--- src/sv/assert_macros.svh ---
// Assertion macros for the RTL of the ID pool allocator.
// Depends on nothing; synthesis builds see empty bodies.
`ifndef ASSERT_MACROS_SVH
`define ASSERT_MACROS_SVH

`ifndef SYNTHESIS

// Checked at every rising edge while reset is released.
`define IPA_ASSERT(label, clk_sig, rst_n_sig, prop, msg) \
  label: assert property (@(posedge clk_sig) disable iff (!rst_n_sig) prop) else $error(msg);

// Checked at every rising edge, reset included.
`define IPA_ASSERT_ALWAYS(label, clk_sig, prop, msg) \
  label: assert property (@(posedge clk_sig) prop) else $error(msg);

`else

`define IPA_ASSERT(label, clk_sig, rst_n_sig, prop, msg)
`define IPA_ASSERT_ALWAYS(label, clk_sig, prop, msg)

`endif

`endif

--- src/sv/ipa_pkg.sv ---
// Types, codes and sizes of the ID pool allocator.
// Depends on nothing; ipa_if, ipa_scan_unit and the core import it.
`default_nettype none

package ipa_pkg;

  localparam int POOL_IDS    = 64;
  localparam int ID_W        = $clog2(POOL_IDS);
  localparam int CNT_W       = $clog2(POOL_IDS + 1);
  localparam int OP_W        = 2;
  localparam int IN_ID_W     = 8;
  localparam int GRANT_W     = 6;
  localparam int STATUS_W    = 3;
  localparam int CHUNK_W     = 8;
  localparam int NUM_CHUNKS  = POOL_IDS / CHUNK_W;
  localparam int CHUNK_SEL_W = $clog2(NUM_CHUNKS);
  localparam int OFS_W       = $clog2(CHUNK_W);

  typedef enum logic [OP_W-1:0] {
    OP_RESERVE,
    OP_MARK,
    OP_FREE,
    OP_FREE_ALL
  } op_t;

  typedef enum logic [STATUS_W-1:0] {
    ST_OK,
    ST_POOL_FULL,
    ST_OUT_OF_RANGE,
    ST_NOT_RESERVED,
    ST_ALREADY_RESERVED
  } status_t;

  typedef enum logic {
    STRAT_MARCH,
    STRAT_LOWEST
  } strategy_t;

  typedef enum logic [1:0] {
    S_IDLE,
    S_PRE,
    S_POST,
    S_RESULT
  } state_t;

  // Command from the sequencer to the search unit.
  typedef struct packed {
    logic            start;
    logic            wrap;
    logic [ID_W-1:0] hint;
  } scan_req_t;

  // Status of the search unit back to the sequencer.
  typedef struct packed {
    logic            busy;
    logic            done;
    logic            found;
    logic [ID_W-1:0] idx;
  } scan_res_t;

endpackage

`default_nettype wire

--- src/sv/ipa_if.sv ---
// Valid/ready channel interfaces of the ID pool allocator.
// Depends on ipa_pkg for the field widths.
`default_nettype none

interface ipa_req_if import ipa_pkg::*; ();
  logic               valid;
  logic               ready;
  logic [OP_W-1:0]    op;
  logic [IN_ID_W-1:0] id;

  modport source (output valid, output op, output id, input ready);
  modport sink   (input valid, input op, input id, output ready);
endinterface

interface ipa_rsp_if import ipa_pkg::*; ();
  logic                valid;
  logic                ready;
  logic [GRANT_W-1:0]  granted_id;
  logic [STATUS_W-1:0] status;

  modport source (output valid, output granted_id, output status, input ready);
  modport sink   (input valid, input granted_id, input status, output ready);
endinterface

interface ipa_cfg_if ();
  logic valid;
  logic ready;
  logic strategy;

  modport source (output valid, output strategy, input ready);
  modport sink   (input valid, input strategy, output ready);
endinterface

`default_nettype wire

--- src/sv/ipa_scan_unit.sv ---
// Free-ID search unit: examines one chunk of the free map per cycle.
// Depends on ipa_pkg.
`default_nettype none

module ipa_scan_unit import ipa_pkg::*; (
  input  logic                clk,
  input  logic                rst_n,
  input  logic [POOL_IDS-1:0] free_map,
  input  scan_req_t           req,
  output scan_res_t           res
);

  logic                   busy_r, busy_nxt;
  logic                   phase_r, phase_nxt;
  logic [CHUNK_SEL_W-1:0] chunk_r, chunk_nxt;
  logic [ID_W-1:0]        hint_r, hint_nxt;
  logic                   wrap_r, wrap_nxt;

  logic [CHUNK_W-1:0]     window;
  logic [CHUNK_W-1:0]     eligible;
  logic [ID_W-1:0]        cand;
  logic                   hit;
  logic [OFS_W-1:0]       hit_ofs;
  logic                   last_chunk;
  logic                   hint_chunk;
  logic                   done;

  // Phase 0 looks above the hint, phase 1 (wrapping searches only) below it.
  always_comb begin
    window   = free_map[{chunk_r, {OFS_W{1'b0}}} +: CHUNK_W];
    eligible = '0;
    cand     = '0;
    for (int j = 0; j < CHUNK_W; j++) begin
      cand        = {chunk_r, OFS_W'(j)};
      eligible[j] = window[j] && (phase_r ? (cand < hint_r) : (cand > hint_r));
    end
    hit     = 1'b0;
    hit_ofs = '0;
    for (int j = CHUNK_W - 1; j >= 0; j--) begin
      if (eligible[j]) begin
        hit     = 1'b1;
        hit_ofs = OFS_W'(j);
      end
    end
    last_chunk = (chunk_r == CHUNK_SEL_W'(NUM_CHUNKS - 1));
    hint_chunk = (chunk_r == hint_r[ID_W-1 -: CHUNK_SEL_W]);
    done       = busy_r && (hit || (phase_r ? hint_chunk : (last_chunk && !wrap_r)));

    res.busy  = busy_r;
    res.done  = done;
    res.found = hit;
    res.idx   = {chunk_r, hit_ofs};

    busy_nxt  = busy_r;
    phase_nxt = phase_r;
    chunk_nxt = chunk_r;
    hint_nxt  = hint_r;
    wrap_nxt  = wrap_r;
    if (busy_r) begin
      if (done) begin
        busy_nxt = 1'b0;
      end else if (!phase_r && last_chunk) begin
        phase_nxt = 1'b1;
        chunk_nxt = '0;
      end else begin
        chunk_nxt = chunk_r + 1'b1;
      end
    end
    if (req.start) begin
      busy_nxt  = 1'b1;
      phase_nxt = 1'b0;
      chunk_nxt = req.hint[ID_W-1 -: CHUNK_SEL_W];
      hint_nxt  = req.hint;
      wrap_nxt  = req.wrap;
    end
  end

  always_ff @(posedge clk) begin
    if (!rst_n) begin
      busy_r <= 1'b0;
    end else begin
      busy_r <= busy_nxt;
    end
    phase_r <= phase_nxt;
    chunk_r <= chunk_nxt;
    hint_r  <= hint_nxt;
    wrap_r  <= wrap_nxt;
  end

endmodule

`default_nettype wire

--- src/sv/id_pool_allocator_core.sv ---
// Top level of the ID pool allocator: sequencer, pool state and result register.
// Depends on ipa_pkg, the channel interfaces in ipa_if and ipa_scan_unit.
//
//   Channel   Modport  Direction  Contents
//   in_req    sink     in         op, id (one request)
//   out_rsp   source   out        granted_id, status (one result per request)
//   cfg_wr    sink     in         strategy (0 march forward, 1 reuse lowest)
//
// Mark, free, free-all and pool-full reserve requests pass from idle straight to the
// result state; a mark that moves a hint adds a search. Other reserves run up to two
// searches (a stale-hint search before the grant, a hint advance after it), each
// examining one 8-ID chunk per cycle in the shared search unit.
// Synchronous active-low reset empties the pool, zeroes both hints and selects
// march forward. A new request is taken while the previous result still waits.
`default_nettype none
`include "assert_macros.svh"

module id_pool_allocator_core import ipa_pkg::*; (
  input  logic      clk,
  input  logic      rst_n,
  ipa_req_if.sink   in_req,
  ipa_rsp_if.source out_rsp,
  ipa_cfg_if.sink   cfg_wr
);

  state_t              state_r, state_nxt;
  strategy_t           strategy_r, strategy_nxt;
  logic [POOL_IDS-1:0] reserved_map_r, reserved_map_nxt;
  logic [CNT_W-1:0]    reserved_total_r, reserved_total_nxt;
  logic [ID_W-1:0]     march_hint_r, march_hint_nxt;
  logic [ID_W-1:0]     lowest_hint_r, lowest_hint_nxt;

  // Result under construction, then the output register facing the consumer.
  logic [ID_W-1:0]     res_granted_r, res_granted_nxt;
  status_t             res_status_r, res_status_nxt;
  logic                out_valid_r, out_valid_nxt;
  logic [GRANT_W-1:0]  out_granted_r, out_granted_nxt;
  status_t             out_status_r, out_status_nxt;

  scan_req_t           scan_req;
  scan_res_t           scan_res;

  op_t                 req_op;
  logic                req_in_range;
  logic [ID_W-1:0]     req_idx;
  logic                pool_full;
  logic [ID_W-1:0]     cur_hint;
  logic [ID_W-1:0]     grant_idx;

  ipa_scan_unit u_scan (
    .clk      (clk),
    .rst_n    (rst_n),
    .free_map (~reserved_map_r),
    .req      (scan_req),
    .res      (scan_res)
  );

  assign in_req.ready       = (state_r == S_IDLE);
  assign cfg_wr.ready       = 1'b1;
  assign out_rsp.valid      = out_valid_r;
  assign out_rsp.granted_id = out_granted_r;
  assign out_rsp.status     = out_status_r;

  always_comb begin
    req_op       = op_t'(in_req.op);
    req_in_range = (int'(in_req.id) < POOL_IDS);
    req_idx      = in_req.id[ID_W-1:0];
    pool_full    = (reserved_total_r == CNT_W'(POOL_IDS));
    // The hint that belongs to the active search policy.
    cur_hint     = (strategy_r == STRAT_LOWEST) ? lowest_hint_r : march_hint_r;
    // A search before the grant always finds a free ID, since the pool is not full.
    grant_idx    = scan_res.found ? scan_res.idx : cur_hint;

    state_nxt          = state_r;
    strategy_nxt       = strategy_r;
    reserved_map_nxt   = reserved_map_r;
    reserved_total_nxt = reserved_total_r;
    march_hint_nxt     = march_hint_r;
    lowest_hint_nxt    = lowest_hint_r;
    res_granted_nxt    = res_granted_r;
    res_status_nxt     = res_status_r;
    out_valid_nxt      = out_valid_r;
    out_granted_nxt    = out_granted_r;
    out_status_nxt     = out_status_r;
    scan_req           = '0;

    if (cfg_wr.valid) begin
      strategy_nxt = strategy_t'(cfg_wr.strategy);
    end

    if (out_valid_r && out_rsp.ready) begin
      out_valid_nxt = 1'b0;
    end

    case (state_r)
      S_IDLE: begin
        if (in_req.valid) begin
          res_granted_nxt = '0;
          res_status_nxt  = ST_OK;
          state_nxt       = S_RESULT;
          case (req_op)
            OP_RESERVE: begin
              if (pool_full) begin
                res_status_nxt = ST_POOL_FULL;
              end else if (reserved_map_r[cur_hint]) begin
                // Stale hint: find the next free ID past it, wrapping around.
                scan_req.start = 1'b1;
                scan_req.wrap  = 1'b1;
                scan_req.hint  = cur_hint;
                state_nxt      = S_PRE;
              end else begin
                reserved_map_nxt[cur_hint] = 1'b1;
                reserved_total_nxt         = reserved_total_r + 1'b1;
                res_granted_nxt            = cur_hint;
                scan_req.start             = 1'b1;
                scan_req.wrap              = (strategy_r == STRAT_MARCH);
                scan_req.hint              = cur_hint;
                state_nxt                  = S_POST;
              end
            end
            OP_MARK: begin
              if (!req_in_range) begin
                res_status_nxt = ST_OUT_OF_RANGE;
              end else if (reserved_map_r[req_idx]) begin
                res_status_nxt = ST_ALREADY_RESERVED;
              end else begin
                reserved_map_nxt[req_idx] = 1'b1;
                reserved_total_nxt        = reserved_total_r + 1'b1;
                // The march hint moves on when the marked ID is at or past it;
                // the lowest hint only when the marked ID is the hint itself.
                if (strategy_r == STRAT_MARCH && req_idx >= march_hint_r) begin
                  scan_req.start = 1'b1;
                  scan_req.wrap  = 1'b1;
                  scan_req.hint  = march_hint_r;
                  state_nxt      = S_POST;
                end else if (strategy_r == STRAT_LOWEST && req_idx == lowest_hint_r) begin
                  scan_req.start = 1'b1;
                  scan_req.wrap  = 1'b0;
                  scan_req.hint  = lowest_hint_r;
                  state_nxt      = S_POST;
                end
              end
            end
            OP_FREE: begin
              if (!req_in_range) begin
                res_status_nxt = ST_OUT_OF_RANGE;
              end else if (!reserved_map_r[req_idx]) begin
                res_status_nxt = ST_NOT_RESERVED;
              end else begin
                reserved_map_nxt[req_idx] = 1'b0;
                reserved_total_nxt        = reserved_total_r - 1'b1;
                if (strategy_r == STRAT_LOWEST && req_idx < lowest_hint_r) begin
                  lowest_hint_nxt = req_idx;
                end
              end
            end
            OP_FREE_ALL: begin
              reserved_map_nxt   = '0;
              reserved_total_nxt = '0;
              march_hint_nxt     = '0;
              lowest_hint_nxt    = '0;
            end
            default: begin
              res_status_nxt = ST_OK;
            end
          endcase
        end
      end

      S_PRE: begin
        if (scan_res.done) begin
          // Move the hint onto the free ID, hand it out, then advance past it.
          if (strategy_r == STRAT_LOWEST) begin
            lowest_hint_nxt = grant_idx;
          end else begin
            march_hint_nxt = grant_idx;
          end
          reserved_map_nxt[grant_idx] = 1'b1;
          reserved_total_nxt          = reserved_total_r + 1'b1;
          res_granted_nxt             = grant_idx;
          scan_req.start              = 1'b1;
          scan_req.wrap               = (strategy_r == STRAT_MARCH);
          scan_req.hint               = grant_idx;
          state_nxt                   = S_POST;
        end
      end

      S_POST: begin
        if (scan_res.done) begin
          // With nothing free beyond the hint, the hint stays put.
          if (scan_res.found) begin
            if (strategy_r == STRAT_LOWEST) begin
              lowest_hint_nxt = scan_res.idx;
            end else begin
              march_hint_nxt = scan_res.idx;
            end
          end
          state_nxt = S_RESULT;
        end
      end

      S_RESULT: begin
        if (!out_valid_r || out_rsp.ready) begin
          out_valid_nxt   = 1'b1;
          out_granted_nxt = GRANT_W'(res_granted_r);
          out_status_nxt  = res_status_r;
          state_nxt       = S_IDLE;
        end
      end

      default: begin
        state_nxt = S_IDLE;
      end
    endcase
  end

  always_ff @(posedge clk) begin
    if (!rst_n) begin
      state_r          <= S_IDLE;
      strategy_r       <= STRAT_MARCH;
      reserved_map_r   <= '0;
      reserved_total_r <= '0;
      march_hint_r     <= '0;
      lowest_hint_r    <= '0;
      out_valid_r      <= 1'b0;
    end else begin
      state_r          <= state_nxt;
      strategy_r       <= strategy_nxt;
      reserved_map_r   <= reserved_map_nxt;
      reserved_total_r <= reserved_total_nxt;
      march_hint_r     <= march_hint_nxt;
      lowest_hint_r    <= lowest_hint_nxt;
      out_valid_r      <= out_valid_nxt;
    end
    res_granted_r <= res_granted_nxt;
    res_status_r  <= res_status_nxt;
    out_granted_r <= out_granted_nxt;
    out_status_r  <= out_status_nxt;
  end

  // The count of reserved IDs always agrees with the bitmap.
  `IPA_ASSERT(a_total_matches_map, clk, rst_n, reserved_total_r == CNT_W'($countones(reserved_map_r)), "reserved count differs from bitmap population")

  // The search unit only runs while the sequencer waits on it.
  `IPA_ASSERT(a_scan_only_in_search, clk, rst_n, scan_res.busy |-> (state_r == S_PRE || state_r == S_POST), "search unit busy outside a search state")

  // A finished result is held back, not dropped, while the output slot is taken.
  `IPA_ASSERT(a_result_waits_for_slot, clk, rst_n, (state_r == S_RESULT && out_valid_r && !out_rsp.ready) |=> (state_r == S_RESULT), "result left the sequencer while the output was stalled")

endmodule

`default_nettype wire
--- src/flat_wrapper.sv ---
// flat-port wrapper written by rule: the top's interface ports become plain ports
module id_pool_allocator_core_flat import ipa_pkg::*;
  (clk, rst_n, in_req_valid, in_req_op, in_req_id, in_req_ready, out_rsp_valid, out_rsp_granted_id, out_rsp_status, out_rsp_ready, cfg_wr_valid, cfg_wr_strategy, cfg_wr_ready);
  ipa_req_if in_req_i ();
  ipa_rsp_if out_rsp_i ();
  ipa_cfg_if cfg_wr_i ();
  input  logic clk;
  input  logic rst_n;
  input wire logic [$bits(in_req_i.valid)-1:0] in_req_valid;
  input wire logic [$bits(in_req_i.op)-1:0] in_req_op;
  input wire logic [$bits(in_req_i.id)-1:0] in_req_id;
  output wire logic [$bits(in_req_i.ready)-1:0] in_req_ready;
  output wire logic [$bits(out_rsp_i.valid)-1:0] out_rsp_valid;
  output wire logic [$bits(out_rsp_i.granted_id)-1:0] out_rsp_granted_id;
  output wire logic [$bits(out_rsp_i.status)-1:0] out_rsp_status;
  input wire logic [$bits(out_rsp_i.ready)-1:0] out_rsp_ready;
  input wire logic [$bits(cfg_wr_i.valid)-1:0] cfg_wr_valid;
  input wire logic [$bits(cfg_wr_i.strategy)-1:0] cfg_wr_strategy;
  output wire logic [$bits(cfg_wr_i.ready)-1:0] cfg_wr_ready;
  assign in_req_i.valid = in_req_valid;
  assign in_req_i.op = in_req_op;
  assign in_req_i.id = in_req_id;
  assign in_req_ready = in_req_i.ready;
  assign out_rsp_valid = out_rsp_i.valid;
  assign out_rsp_granted_id = out_rsp_i.granted_id;
  assign out_rsp_status = out_rsp_i.status;
  assign out_rsp_i.ready = out_rsp_ready;
  assign cfg_wr_i.valid = cfg_wr_valid;
  assign cfg_wr_i.strategy = cfg_wr_strategy;
  assign cfg_wr_ready = cfg_wr_i.ready;
  id_pool_allocator_core u_core (.clk(clk), .rst_n(rst_n), .in_req(in_req_i), .out_rsp(out_rsp_i), .cfg_wr(cfg_wr_i));
endmodule
--- config.mk ---
export PLATFORM = sky130hd
export DESIGN_NAME = id_pool_allocator_core_flat
export DESIGN_NICKNAME = d
export VERILOG_FILES = /design/src/sv/ipa_pkg.sv /design/src/sv/ipa_if.sv /design/src/sv/ipa_scan_unit.sv /design/src/sv/id_pool_allocator_core.sv /design/src/flat_wrapper.sv
export VERILOG_INCLUDE_DIRS = /design/src /design/src/sv
export SDC_FILE = /design/constraint.sdc
export NUM_CORES = 1
export LEC_CHECK = 0
export ABC_AREA = 1
export BUFFER_PORTS_ARGS = -buffer_cell sky130_fd_sc_hd__buf_2
export CAP_MARGIN = 20
export CORE_ASPECT_RATIO = 1.4
export CORE_MARGIN = 2
export CORE_UTILIZATION = 39
export DETAILED_ROUTE_END_ITERATION = 16
export PLACE_DENSITY = 0.56
export SETUP_SLACK_MARGIN = 0.5
export SLEW_MARGIN = 20
export SYNTH_ARGS = -nofsm -noshare
export SYNTH_HDL_FRONTEND = slang
export SYNTH_SLANG_ARGS = --single-unit
--- constraint.sdc ---
create_clock -name clk -period 2.55 [get_ports clk]
set_input_delay 0 -clock clk [delete_from_list [all_inputs] [get_ports clk]]
set_output_delay 0 -clock clk [all_outputs]
set_load 0.005 [all_outputs]
## Word level (Yosys, flattened, before mapping)

Cells that the tools add are included.

| word-level totals | value |
|---|---|
| register bits | 117 |
| bits in latches | 0 |
| bits in writable memories | 0 |
| ROM bits | 0 |
| input port bits | 16 |
| output and inout port bits | 12 |
| logic and storage cells | 239 |
| memories kept | 0 |

| cells by class | value |
|---|---|
| add/sub/neg operators | 3 |
| multiply operators | 0 |
| div/mod/pow operators | 0 |
| magnitude comparators | 25 |
| equal/unequal tests | 29 |
| shifts and indexed selects | 1 |
| muxes and demuxes | 120 |
| bitwise operators | 8 |
| reductions and logical operators | 37 |

Operator list:

| operator | number |
|---|---|
| $mux W64 | 8 |
| $pmux W64 S4 | 1 |
| $or A64 B64 Y64 | 3 |
| $mux W6 | 23 |
| $not A64 Y64 | 2 |
| $pmux W64 S2 | 1 |
| $and A64 B64 Y64 | 1 |
| $shiftx A64 B7 Y8 | 1 |
| $mux W7 | 9 |
| $mux W8 | 7 |
| $lt A6 B6 Y1 | 9 |
| $gt A6 B6 Y1 | 8 |
| $mux W3 | 15 |
| $pmux W6 S3 | 2 |
| $pmux W8 S2 | 2 |
| $mux W1 | 30 |
| $pmux W7 S4 | 1 |
| $pmux W6 S2 | 2 |
| $lt A6 B7 Y1 const B | 3 |
| $mux W2 | 10 |
| $demux W1 S6 | 3 |
| $ge A6 B1 Y1 const B | 3 |
| $logic_and A1 B1 Y1 | 18 |
| $pmux W7 S2 | 1 |
| other kinds (32) | 60 |

## Longest topological paths before layout

| depth | value |
|---|---|
| depth in word-level cells | 19 |
| mapped depth | 23 |
| mapped depth without buffers | 23 |

## Cells and area by module

A second synthesis with hierarchy kept.

| unflattened totals | value |
|---|---|
| cell total of the unflattened synthesis | 2037 |
| area, all modules | 11795.1 µm² |

By module, submodules not included:

| module | times used | cells an instance | area an instance (µm²) | sequential area each (µm²) |
|---|---|---|---|---|
| id_pool_allocator_core | 1 | 1736 | 10043.4 | 2282.2 |
| ipa_scan_unit | 1 | 301 | 1751.7 | 340.3 |

## Least setup slack after synthesis

Ideal clock, no wire load.

| path | value |
|---|---|
| path type | register -> register |
| start point | register u_core.u_scan.chunk_r[2] |
| end point | register u_core.u_scan.chunk_r[0] (enable) |
| setup time | 0.298 ns |
| arrival | 2.430 ns |
| required time | 2.252 ns |
| setup slack | -0.178 ns |
| cell stages (with the launch flop) | 16 |
| buffers on the path | 0 |
| period minus slack after synthesis | 2.728 ns |
| cell sequence | edfxtp_1 > ha_1 > nand2_1 > nand2_1 > nor2_4 > o21ai_1 > inv_1 > nand2_1 > nand3_1 > nand2_2 > nor2_4 > nand3_2 > nand2_2 > nor2_1 > a21oi_1 > o21ai_0 |

| between the ends | value |
|---|---|
| longest elaborated chain between the ends | 17 |
| elaborated cells between the ends (all ways) | 52 |
| those cells by class | order compare (16); eq/ne (3); shift (1); mux (19); reduce/logical (13) |

Ends and longest elaborated chain:

| element | RTL line | RTL |
|---|---|---|
| start, declared | ipa_scan_unit.sv:15 | `logic [CHUNK_SEL_W-1:0] chunk_r, chunk_nxt;` |
| start signal, assigned | ipa_scan_unit.sv:85 | `chunk_r <= chunk_nxt;` |
| parallel branches: the longest is 11 deep, another holds $shiftx A64 B7 Y8 | -- |  |
| $logic_or A1 B1 Y1 (*) | ipa_scan_unit.sv:47 | `done = busy_r && (hit \|\| (phase_r ? hint_chunk : (last_chunk && !wrap_r)));` |
| $logic_and A1 B1 Y1 (*) | ipa_scan_unit.sv:47 |  |
| $mux W8 | id_pool_allocator_core.sv:171 | `if (scan_res.done) begin` |
| $pmux W8 S2 | id_pool_allocator_core.sv:95 | `case (state_r)` |
| $ne A2 B1 Y1 (no source line) / $reduce_bool A2 Y1 (equally long branches) | -- |  |
| $reduce_and A2 Y1 (no source line) (*) | -- |  |

Every way passes the cells marked *.
A chain may end at the register's enable or synchronous reset.

## Worst setup path in the final report

| path | value |
|---|---|
| start point | register u_core.u_scan.chunk_r[0] |
| end point | register u_core.reserved_map_r[60] |

| between the ends | value |
|---|---|
| longest elaborated chain between the ends | 19 |
| elaborated cells between the ends (all ways) | 66 |
| those cells by class | order compare (18); eq/ne (3); shift (1); mux (30); bitwise (1); reduce/logical (13) |

Ends and longest elaborated chain:

| element | RTL line | RTL |
|---|---|---|
| parallel branches: the longest is 19 deep, another holds $lt A6 B7 Y1 | -- |  |
| end signal, assigned | id_pool_allocator_core.sv:229 | `reserved_map_r <= reserved_map_nxt;` |
| end, declared | id_pool_allocator_core.sv:28 | `logic [POOL_IDS-1:0] reserved_map_r, reserved_map_nxt;` |

Several ways; the timed one is not identified. The select of a mux whose other input is x is not followed.

==> impl_results.md <==
* Worst Setup EP: u_core.reserved_map_r[60]
* Max-cap viol count at 0
* Ratio of cells with drive above 1 in the final layout at ~30%
* Failing checks: hold timing, setup timing
* Iter 0 DRT Violations at around 1800
* Clock Pin Slew Worst Setup and Hold Paths at 0.06 ns
* Placed Cells incl. Taps at 2642
* CP cell instances: buf_6, buf_12, o211ai_1, nand3_1, nand2_2, nand2_2, nand2_4, nor2_4, buf_12, nand3_4, nand2_4, nand2_2, nand2_2, nor2_4, buf_12, nand2_8, buf_12, buf_12, nand2_4, nand2_1, a21oi_1
* # DRC at 0
* Setup CP Type: flop to flop
* Syn Inst Count at 2033
* Maximum number of pins on one net before global-route repair at approximately 60
* CP most frequent cell: buf_12
* Total power at 23700 µW
* EDFF count, synth at 28
* I/O pins at 28
* Syn avg cell area at ~5.7 µm²
* Worst R2R Setup Slack at -0.74 ns
* # rows at 74
* Die Span X at roughly 150 µm
* Worst Hold Class: input port to flop
* Final Instance Area at 17000 µm²
* # diodes at 0
* Final Critical Period at 3.29 ns
* Drt first pass iters at 8
* Detailed Place HPWL at between 40000 and 50000 µm
* Worst-Margin Slew at 1.02 ns
* Area after DPL at between 10000 and 15000 µm²
* CTS Buf Count at 17
* Maximum clock rate at around 300 MHz
* Slew headroom at a little under a third
* DIE AREA at ~31000 µm²
* Initial antenna violation count at 0
* Sink Count at ~120
* Post-Route WL at roughly 61000 µm
* First-pass GRT wire length at around 90000 µm
* Max Buffers Root-to-Sink at 2
* Final Hold Fails at 1
* TritonCTS clock tree: yes
* Register area share after synthesis at roughly 22%
* Status: finished with violations
* Core area at around 29000 µm²
* Yosys cell types at 48
* Top cells by count, synth: nand2_1, nor2_1, inv_1, a21oi_1
* Path depth of the worst reg2reg path at 21
* WP buf/inv at 6
* Finished Layout Cells at 2737
* Critical Path AT at about 3.7 ns
* Post-synthesis cell area at about 12000 µm²
* Yosys warns at 0
* Vias at 16200
* Pleak at 0.00779 µW
* Maximum VDD drop at between 0.8 and 0.9 mV
* Gpl congestion at between 1 and 1.5
* Critical path depth at 21
* Per-cell routed wire length at approximately 22 µm
* Worst Path Required at roughly 3 ns
* Synth Register Bits at 117
* Reg-to-reg endpoint: u_core.reserved_map_r[60]
* Grt total ovfl at 0
* Worst min-delay path startpoint: in_req_id[7]
* Hold slack at -0.000775 ns
* Final #Nets at 2386
* Initial core utilization at between 30% and 40%
* Power Density at 1390 nW/µm²
* Yosys top cell area share at a little over a quarter
* Die Y at 209 µm
* Worst skew pair latency at approximately 0.45 ns
* Max incr delay on CP at roughly 0.65 ns
* Area grow syn2layout at 46.0%
* Crit path from: u_core.u_scan.chunk_r[0]
* Synth area leaders: nand2_1, dfxtp_1, edfxtp_1
* Asr flop ratio synth at 0%
* Delay-heaviest family, CP: simple AND/OR/NAND/NOR gates
* Post-route clock period utilization at 129%
* Number of global-route vias before repair at roughly 15000
* R2R Path Start: u_core.u_scan.chunk_r[0]
* Final Skew at between 0.005 and 0.006 ns
* Port bufs at 26
* Dominant cell by count in the synthesized netlist: nand2_1
* Crit path max-delay cell type: o211ai_1
* Worst setup SP type: flop
* Max Slew Vio Count at 0
* Area leader, netlist: nand2_1
* Main synth FF type: dfxtp_1
* # H-tree levels at 4
* Total track usage at slightly below 40%
* Count of final setup violators at ~120
* Slack of the critical path at -0.740 ns
* Vias per cell at about 5.9
* Maximum fanout along the worst path at 8
* Synthesized Nets at 2075
* Clock Tree Root: clkbuf_16
* ANT nets after route at 0
* RSZ-0062 raised after global routing: true
* Fill count at about 2800
* Crit. End Element: flop
worst min-delay path by stage:
stage	slack, ns	cells after the start	endpoint
detailed placement	0.27	3	u_core.strategy_r
global placement	0.28	3	u_core.strategy_r
global route	0.06	3	u_core.res_status_r[1]
floorplan	0.14	2	u_core.strategy_r
finish	-0.0008	3	u_core.res_status_r[1]
CTS	0.003	3	u_core.res_status_r[1]
logic make-up after synthesis:
kind of cell               Yosys count  share of synthesized area, %
and+or+nand+nor                   1220                          43.1
AOI/OAI and AO/OA                  381                          20.3
buffers and inverters              283                          10.9
DFF                                117                          22.5
adders and majority gates           26                          2.79
xor gates and xnor gates             5                         0.376
other                                1                        0.0322
where the power goes:
group | switching [µW] | internal (µW) | total, µW | leakage, µW
combinational | 10600 | 7090 | 17700 | 0.00649
clock | 1050 | 1640 | 2690 | 0.000296
sequential | 582 | 2690 | 3270 | 0.000999
total | 12300 | 11400 | 23700 | 0.00779
tightest hold or removal path, delay by kind of cell:
kind | cells | cell delay [ns]
simple gates | 1 | 0.08
buf+inv | 1 | 0.08
compound gates | 1 | 0.17
per-layer routing:
metal,global-route usage [%],vias to the layer above,routed length (µm)
li1,-,7351,-
met1,43.2,7384,21400
met2,60.3,1042,27100
met3,8.23,406,5810
met4,34.5,0,6950
met5,0,-,0
cell usage in the layout, fill, tap and decap left out, drive strengths merged:
master / instances
nor4: 9
a21o: 1
nor2: 242
nand3b: 1
ha: 26
o21ai: 124
clkinvlp: 3
clkinv: 9
a211oi: 1
dlygate4sd3: 4
o211ai: 8
o22ai: 7
o31ai: 4
o221ai: 34
a21oi: 131
buf: 384
nand2: 824
o32ai: 1
edfxtp: 28
a31oi: 5
a221oi: 41
xnor2: 1
nor3: 25
dfxtp: 89
conb: 1
clkbuf: 19
nand4: 11
nand3: 112
o311ai: 23
bufinv: 4
inv: 180
o2111ai: 1
xor2: 4
area by class of cell:
cell class                 instances  area, µm²  share of cell area, %
clock inverter                    15        203                   1.19
clock buffer                      17        425                   2.50
multi-input combinational       1637       8890                   52.3
inverter                         174        691                   4.06
tap                              380        475                   2.79
sequential                       117       2630                   15.4
timing repair inverter             7        119                  0.698
timing repair buffer             390       3590                   21.1
per-stage QoR:
| step | hold WS [ns] | util (%) | setup slack [ns] | TNS (ns) |
|---|---|---|---|---|
| detailed placement | 0.268 | 49.5 | -0.605 | -55.14 |
| global route | 0.0567 | 58.0 | -0.779 | -80.94 |
| finish | -0.000775 | 58.0 | -0.740 | -77.30 |
| CTS | 0.00278 | 55.6 | -0.424 | -41.69 |
| floorplan | 0.139 | - | -0.0478 | -1.63 |
| global placement | 0.282 | 49.5 | -0.571 | -54.12 |
sequential cells by signal, indices dropped and copies added, names as in the netlist:
register                   cells
u_core.reserved_map_r         64
u_core.reserved_total_r        7
u_core.lowest_hint_r           6
u_core.march_hint_r            6
u_core.out_rsp.granted_id      6
u_core.res_granted_r           6
u_core.u_scan.hint_r           6
u_core.out_rsp.status          3
u_core.res_status_r            3
u_core.u_scan.chunk_r          3
u_core.state_r                 2
u_core.out_rsp.valid           1
u_core.strategy_r              1
u_core.u_scan.busy_r           1
u_core.u_scan.phase_r          1
u_core.u_scan.wrap_r           1
timing repair:
| item | in CTS | in global routing |
|---|---|---|
| pin swaps | 54 | 18 |
| hold buffers | 4 | 0 |
| cloned | 13 | 3 |
| endpoints found under the hold margin | 3 | 0 |
| buffers inserted | 31 | 12 |
| resized for setup | 157 | 173 |
| endpoints found under the setup margin | 119 | 122 |
Note: power is estimated with default switching activity, not from simulation.
